<file path="config.mk">
export PLATFORM = sky130hd
export DESIGN_NAME = tapq_ctrl
export DESIGN_NICKNAME = d
export VERILOG_FILES = /design/src/design/tapq_pkg.sv /design/src/design/tapq_ctrl.sv
export SDC_FILE = /design/constraint.sdc
export NUM_CORES = 1
export LEC_CHECK = 0
export BUFFER_PORTS_ARGS = -buffer_cell sky130_fd_sc_hd__clkbuf_2
export CAP_MARGIN = 15
export CORE_ASPECT_RATIO = 0.8
export CORE_MARGIN = 5
export CORE_UTILIZATION = 45
export CTS_BUF_LIST = sky130_fd_sc_hd__clkbuf_2 sky130_fd_sc_hd__clkbuf_4 sky130_fd_sc_hd__clkbuf_8
export CTS_CLUSTER_DIAMETER = 30
export DETAILED_ROUTE_END_ITERATION = 10
export GPL_ROUTABILITY_DRIVEN = 0
export MAX_ROUTING_LAYER = met4
export PLACE_DENSITY_LB_ADDON = 0.15
export REMOVE_ABC_BUFFERS = 1
export SKIP_LAST_GASP = 1
export SYNTH_ARGS = -nofsm -noshare
export SYNTH_HDL_FRONTEND = slang
export SYNTH_SLANG_ARGS = --single-unit
</file>
<file path="constraint.sdc">
create_clock -name clk -period 3.5 [get_ports clk]
set_clock_uncertainty 0.15 [all_clocks]
set_input_delay 0.7 -clock clk [delete_from_list [all_inputs] [get_ports clk]]
set_output_delay 0.7 -clock clk [all_outputs]
set_load 0.05 [all_outputs]
</file>
<file path="src/design/tapq_pkg.sv">
// ---------------------------------------------------------------------------
// tapq_pkg
// Shared types and constants of the tree ancestor path query unit.
// ---------------------------------------------------------------------------
package tapq_pkg;
  localparam int NodeW  = 12;
  localparam int Levels = 13;
  localparam int LvlW   = 4;
  localparam int Nodes  = 4096;
  localparam int AddrW  = LvlW + NodeW;
  localparam logic [NodeW-1:0] DepthMax = 12'hfff;

  typedef logic [NodeW-1:0]  node_t;
  typedef logic [LvlW-1:0]   lvl_t;
  typedef logic [Levels-1:0] steps_t;

  localparam lvl_t LvlTop = lvl_t'(Levels - 1);

  localparam logic ReqInsert = 1'b0;
  localparam logic ReqQuery  = 1'b1;

  // datapath operations
  typedef enum logic [4:0] {
    OP_NONE,
    OP_LOAD,      // latch request
    OP_RD_DA,     // read depth of a
    OP_RD_DB,     // capture depth of a, read depth of b
    OP_INS_D,     // write depth and level 0 of insert
    OP_INS_RD,    // read anc[lvl-1][w]
    OP_INS_WR,    // write anc[lvl][a] from read data
    OP_ORDER,     // capture depth of b, order u/v by depth
    OP_LIFT_RD,   // read anc[lvl][v]
    OP_LIFT_WR,   // step v, read its depth
    OP_LIFT_DEP,  // capture depth of the new v
    OP_CMP_RDU,   // read anc[lvl][u]
    OP_CMP_RDV,   // hold anc[lvl][u], read anc[lvl][v]
    OP_CMP_WR,    // step both where the ancestors differ
    OP_LCA_SELF,  // u is the common ancestor: read its depth
    OP_LCA_RD,    // read parent of u
    OP_LCA_WR,    // read depth of the parent of u
    OP_DL,        // capture depth of common ancestor
    OP_PLAN,      // choose walk
    OP_WALK_RD,   // read anc[lvl][w]
    OP_WALK_WR    // take walk data
  } op_t;

  typedef struct packed {
    op_t  op;
    lvl_t lvl;
  } cmd_t;

  typedef struct packed {
    logic   is_query;
    logic   eq_uv;
    logic   dist_le;   // answer is b
    logic   lift_take; // current lifting level applies
    logic   walk_take; // current walk level applies
  } sts_t;
endpackage

</file>
<file path="src/design/tapq_ctrl.sv">
// ---------------------------------------------------------------------------
// tapq_ctrl
// Sequencer for insert and query requests.
// ---------------------------------------------------------------------------
module tapq_ctrl import tapq_pkg::*; (
  input  logic clk,
  input  logic rst_n,
  input  logic in_valid,
  output logic in_ready,
  output logic out_valid,
  input  logic out_ready,
  input  sts_t sts,
  output cmd_t cmd
);
  typedef enum logic [4:0] {
    S_IDLE, S_DEP_A, S_DEP_B, S_INS_D, S_INS_RD, S_INS_WR,
    S_ORDER, S_LIFT, S_LIFT_WR, S_LIFT_DEP, S_EQ,
    S_CMP_RDU, S_CMP_RDV, S_CMP_WR, S_LCA_RD, S_LCA_WR,
    S_DL, S_PLAN, S_WALK, S_WALK_WR
  } state_t;

  state_t state_r;
  lvl_t   lvl_r;
  logic   out_valid_r;

  assign in_ready  = (state_r == S_IDLE) && !out_valid_r;
  assign out_valid = out_valid_r;

  always_comb begin
    cmd.lvl = lvl_r;
    cmd.op  = OP_NONE;
    unique case (state_r)
      S_IDLE:     cmd.op = (in_valid && in_ready) ? OP_LOAD : OP_NONE;
      S_DEP_A:    cmd.op = OP_RD_DA;
      S_DEP_B:    cmd.op = OP_RD_DB;
      S_INS_D:    cmd.op = OP_INS_D;
      S_INS_RD:   cmd.op = OP_INS_RD;
      S_INS_WR:   cmd.op = OP_INS_WR;
      S_ORDER:    cmd.op = OP_ORDER;
      S_LIFT:     cmd.op = OP_LIFT_RD;
      S_LIFT_WR:  cmd.op = OP_LIFT_WR;
      S_LIFT_DEP: cmd.op = OP_LIFT_DEP;
      S_EQ:       cmd.op = OP_LCA_SELF;
      S_CMP_RDU:  cmd.op = OP_CMP_RDU;
      S_CMP_RDV:  cmd.op = OP_CMP_RDV;
      S_CMP_WR:   cmd.op = OP_CMP_WR;
      S_LCA_RD:   cmd.op = OP_LCA_RD;
      S_LCA_WR:   cmd.op = OP_LCA_WR;
      S_DL:       cmd.op = OP_DL;
      S_PLAN:     cmd.op = OP_PLAN;
      S_WALK:     cmd.op = OP_WALK_RD;
      S_WALK_WR:  cmd.op = OP_WALK_WR;
      default:    cmd.op = OP_NONE;
    endcase
  end

  // advance through the phases
  always_ff @(posedge clk) begin
    if (!rst_n) begin
      state_r <= S_IDLE; lvl_r <= '0; out_valid_r <= 1'b0;
    end else begin
      unique case (state_r)
        S_IDLE: begin
          if (out_valid_r) begin
            if (out_ready) out_valid_r <= 1'b0;
          end else if (in_valid) begin
            state_r <= S_DEP_A;
          end
        end
        S_DEP_A: state_r <= S_DEP_B;
        S_DEP_B: state_r <= sts.is_query ? S_ORDER : S_INS_D;
        S_INS_D: begin lvl_r <= lvl_t'(1); state_r <= S_INS_RD; end
        S_INS_RD: state_r <= S_INS_WR;
        S_INS_WR: begin
          if (lvl_r == LvlTop) state_r <= S_IDLE;
          else begin lvl_r <= lvl_r + lvl_t'(1); state_r <= S_INS_RD; end
        end
        S_ORDER: begin lvl_r <= LvlTop; state_r <= S_LIFT; end
        S_LIFT: begin
          if (sts.lift_take) state_r <= S_LIFT_WR;
          else if (lvl_r == '0) state_r <= S_EQ;
          else lvl_r <= lvl_r - lvl_t'(1);
        end
        S_LIFT_WR: state_r <= S_LIFT_DEP;
        S_LIFT_DEP: begin
          if (lvl_r == '0) state_r <= S_EQ;
          else begin lvl_r <= lvl_r - lvl_t'(1); state_r <= S_LIFT; end
        end
        S_EQ: begin
          if (sts.eq_uv) state_r <= S_DL;
          else begin lvl_r <= LvlTop; state_r <= S_CMP_RDU; end
        end
        S_CMP_RDU: state_r <= S_CMP_RDV;
        S_CMP_RDV: state_r <= S_CMP_WR;
        S_CMP_WR: begin
          if (lvl_r == '0) state_r <= S_LCA_RD;
          else begin lvl_r <= lvl_r - lvl_t'(1); state_r <= S_CMP_RDU; end
        end
        S_LCA_RD: state_r <= S_LCA_WR;
        S_LCA_WR: state_r <= S_DL;
        S_DL: state_r <= S_PLAN;
        S_PLAN: begin
          if (sts.dist_le) begin out_valid_r <= 1'b1; state_r <= S_IDLE; end
          else begin lvl_r <= LvlTop; state_r <= S_WALK; end
        end
        S_WALK: begin
          if (sts.walk_take) state_r <= S_WALK_WR;
          else if (lvl_r == '0) begin out_valid_r <= 1'b1; state_r <= S_IDLE; end
          else lvl_r <= lvl_r - lvl_t'(1);
        end
        S_WALK_WR: begin
          if (lvl_r == '0) begin out_valid_r <= 1'b1; state_r <= S_IDLE; end
          else begin lvl_r <= lvl_r - lvl_t'(1); state_r <= S_WALK; end
        end
        default: state_r <= S_IDLE;
      endcase
    end
  end
endmodule

</file>
## Yosys cells after proc, flatten, opt, wreduce, memory -nomap -nowiden

Cells that the tools add are included.

| operators by class | value |
|---|---|
| add/subtract/negate cells | 2 |
| equal/unequal tests | 30 |
| mux-type cells | 29 |
| reduce and logical (&&, ||, !) cells | 11 |

Operators by type and width:

| operator | count |
|---|---|
| 5-bit case mux with 20 select lines | 2 |
| 5-bit two-way mux | 9 |
| 5-bit by 4-bit == test with 1-bit output, second input constant | 8 |
| 4-bit case mux with 8 select lines | 1 |
| 4-bit two-way mux | 7 |
| 5-bit by 3-bit == test with 1-bit output, second input constant | 4 |
| 5-bit == test, second input constant | 4 |
| 2-bit inequality test, second input constant | 8 |
| 5-bit by 2-bit == test with 1-bit output, second input constant | 2 |
| 3-bit two-way mux | 3 |
| 8-bit nonzero test | 1 |
| 1-bit two-way mux | 6 |
| 3-bit inequality test, second input constant | 2 |
| 6-bit AND reduction | 1 |
| 5-bit by 1-bit == test with 1-bit output, second input constant | 1 |
| 5-bit zero test | 1 |
| 4-bit by 1-bit adder with 4-bit output, second input constant | 1 |
| 4-bit == test, second input constant | 1 |
| 4-bit zero test | 1 |
| 1-bit case mux with 4 select lines | 1 |
| 4-bit AND reduction | 1 |
| 4-bit nonzero test | 1 |
| 4-bit by 1-bit subtractor with 4-bit output, second input constant | 1 |
| 3-bit AND reduction | 1 |
| other kinds (3) | 4 |

| storage, ports and cells | value |
|---|---|
| register bits after elaboration | 10 |
| input port bits | 9 |
| output and inout bits | 11 |
| logic and storage cells | 75 |

## Logic depth before layout (Yosys ltp)

| logic depth | value |
|---|---|
| word-level depth | 5 |
| gate-level depth with buffers | 13 |
| depth with buffers taken out | 11 |

## Worst setup path before layout

OpenSTA, ideal clock, no wires.

| timing path | value |
|---|---|
| path type | reg2out |
| from | reg state_r[2] |
| to | out cmd[4] (netlist bit) |
| arrival time | 2.347 ns |
| required time | 2.650 ns |
| setup slack | 0.303 ns |
| stages on the path, launching flop included | 8 |
| path buffers | 1 |
| cells stage by stage | dfxtp_1 > buf_2 > nand2b_1 > nor2b_1 > nor2_1 > o21ai_0 > o21ai_0 > a221oi_1 |

RTL lines:

| element | line | text |
|---|---|---|
| start: declaration | tapq_ctrl.sv:22 | `state_t state_r;` |
| start signal: assignment | tapq_ctrl.sv:71 | `S_DEP_B: state_r <= sts.is_query ? S_ORDER : S_INS_D;` |
| end: declaration | tapq_ctrl.sv:13 | `output cmd_t cmd` |

==> flow_metrics.py <==
metrics = {
    "timing": {
        "maxSlewViolCount": 0,
        "fin_ws_ns": 0.363,
        "max_freq_ghz": 0.319,
        "final_hold_viol_count": 0,
        "setup_viol_count_final": 0,
        "setup_tns_ns": 0,
        "post-route-period-util_pct": 89.6,
        "tightest_slew_ns": 0.675,
        "rsz0062_at_grt": "false",
        "min_period_ns": 3.14,
        "slew_headroom_pct": 54.7,
    },
    "synth": {
        "yosys_warnings": 0,
        "synth.most_common_cell": "nand2_1",
        "synth_area_leaders": "dfxtp_1 (16%), nand2_1 (6.8%), a21oi_1 (6.3%)",
        "synth_edf_count": 0,
        "yosysTopAreaCellShare_pct": 15.8,
        "synthCells": 184,
        "synth_cell_types": 52,
        "synth_common_cells": "nand2_1 (23), nor2_1 (17), a21oi_1 (16)",
        "synthFlopType": "dfxtp_1",
        "synth-seq-cells": 10,
        "synth.avg_cell_area_sq_um": 6.89,
        "netlist_area_sq_um": 1270,
        "seq_area_frac_synth_pct": 15.8,
        "async_reset_ff_share_pct": 0,
        "yosys.area.top_type": "dfxtp_1",
    },
    "pwr": {
        "vdd_ir_drop_max_uv": 329,
        "p_leak_nw": 0.565,
        "powerDensity_nw_per_um2": 717,
    },
    "floorplanning": {
        "ios": 20,
        "die-area_sq_um": 3980,
        "die_x_microns": 69.3,
        "rows": 17,
        "start_util_pct": 46.6,
        "core-area_sq_um": 2720,
        "die_height_microns": 57.5,
    },
    "min_path": {
        "hp-class": "register to register",
    },
    "worst_setup_path": {
        "crit_type": "register to output port",
        "critical_path.most_common_cell": "o21ai_0",
        "crit_path_cell_trace": "nand2b_1 > nor2b_1 > nor2_1 > o21ai_0 > o21ai_0 > a221oi_1 > clkbuf_2",
        "critPathMaxStageDelay_ns": 0.66,
        "worst_r2r_endpoint": "lvl_r[3]",
        "reg2reg_slack_ns": 0.59,
        "critPathSlowestCell": "dfxtp_1",
        "startpoint_type": "register",
        "arrival_ns": 2.29,
        "endpoint": "cmd[4]",
        "worstPathMaxFanout": 16,
        "required_ns": 2.65,
        "r2r-start": "state_r[2]",
        "cp-end-kind": "output port",
        "rr_worst_depth": 10,
        "worstSetupStartpoint": "state_r[2]",
    },
    "job": {
        "cap_violations": 0,
    },
    "cts": {
        "cts_tree": "done",
        "insertion_delay_ns": 0.28,
        "cts.reportedPaths.clkPinSlew_ns": 0.07,
        "cts_setup_buffers": 0,
        "clock-sinks": 10,
        "htreeDepth": 1,
        "cts_root_buf": "clkbuf_4",
        "clk_path_buf_depth": 2,
        "cts_resized": 0,
        "cts_buffers": 3,
        "cts_hold_buf": 0,
    },
    "placed_design": {
        "port_buffers": 19,
        "hpwlAfterDp_mm": 2.71,
        "placedCellCount": 231,
        "dp_worst_setup_slack_ns": 0.624,
    },
    "final_layout": {
        "diodes": 0,
        "multiInputGateArea_sq_um": 968,
        "layout.nets": 210,
        "final_cells": 235,
        "seq_area_sq_um": 200,
        "fill_cells": 292,
        "drive_gt1_share_pct": 18.3,
        "fin_util_pct": 51.8,
        "syn_to_final_growth_pct": 11.4,
    },
    "global_route": {
        "grtUsageTotal_pct": 19.4,
        "grt_pass1_vias": 1226,
        "grt_first_pass_wirelength_mm": 6.15,
        "grt_max_degree": 25,
        "antenna_found_initial": 0,
        "overflow": 0,
    },
    "drt": {
        "post_drt_wl_per_cell_microns": 15.7,
        "vias_per_cell": 6.09,
        "routed_wl_mm": 3.70,
        "first_pass_iters": 4,
        "drtAntennaViolNets": 0,
        "drt-initial-drc-count": 119,
        "vias": 1430,
        "drc_errors": 0,
    },
    "status": {
        "status": "completed",
    },
}
## power breakdown
part	internal, W	leakage, nW	switching, W
combinational	0.000234	0.463	0.000465
clock	0.0000633	0.0210	0.0000498
sequential	0.000133	0.0812	0.0000673
## metal layers
metal  vias to the layer above  global-route usage (%)  routed length [microns]
met5                         -                       -                        0
met4                         0                    5.85                       75
met3                         9                    3.87                      251
met2                        54                    27.7                     1580
met1                       672                    27.3                     1790
li1                        695                       -                        -
## kinds of logic (layout without fill, tap and decap cells)
logic type	Yosys count	in the layout	share of synthesized area [%]
adders and majority gates	3	3	3.55
DFF	10	10	15.8
muxes	3	3	2.47
and+or+nand+nor	79	79	34.0
AOI/OAI and AO/OA	64	64	34.4
xor gates and xnor gates	3	3	2.07
buffers and inverters	22	35	7.80
## worst min-delay path by stage
stage | startpoint | endpoint | slack [ns] | cells after the start
2_1_floorplan | state_r[4] | state_r[4] | 0.58 | 2
3_3_place_gp | out_valid | out_valid | 0.36 | 2
3_5_place_dp | out_valid | out_valid | 0.40 | 2
4_1_cts | lvl_r[3] | lvl_r[3] | 0.42 | 2
5_1_grt | lvl_r[1] | lvl_r[1] | 0.44 | 2
6_report | out_valid | out_valid | 0.40 | 2
## worst max-delay path: cells and delay by family (launching register included)
kind	cells	cell delay (ns)
and+or+nand+nor	3	0.59
buffers and inverters	1	0.32
DFF	1	0.66
AOI/OAI and AO/OA	3	0.45
## sequential cells by signal, summed over array words and instances, names as in the netlist
| signal | flops |
|---|---|
| state_r | 5 |
| out_valid | 1 |
| lvl_r | 4 |
## cells in the final DEF, fill, tap and decap left out, types with 2 or more instances in the layout
master and instances:
ha_1 2, a31oi_1 2, clkbuf_2 19, o21ai_0 15, a221oi_1 4, a21o_1 4
mux2i_1 2, nand3b_1 2, o31ai_1 2, a21oi_1 16, nand2_1 23, o22ai_1 4
o211ai_1 2, nand2b_1 5, dfxtp_1 10, nor2_1 17, inv_1 7, clkbuf_4 3
and3b_1 2, nor3_1 3, a21boi_0 2, buf_4 5, nor2b_1 7, a311oi_1 2
nand3_1 7, nor3b_1 2, and3_1 2, xnor2_1 2
## layout make-up
type	count	area share (%)
Tap cell	38	3.37
Clock buffer	4	2.57
Multi-Input combinational cell	152	68.6
Inverter	7	1.86
Sequential cell	10	14.2
Timing Repair Buffer	24	9.40
## stage by stage
stage          hold WS, ns  total power, W  instance area [sq um]
4_1_cts              0.416         0.00101                   1410
2_1_floorplan        0.581        0.000715                   1190
3_5_place_dp         0.404        0.000893                   1380
3_3_place_gp         0.359        0.000884                   1380
6_report             0.403         0.00101                   1410
5_1_grt              0.443         0.00109                   1410
(Power assumes the default switching activity.)
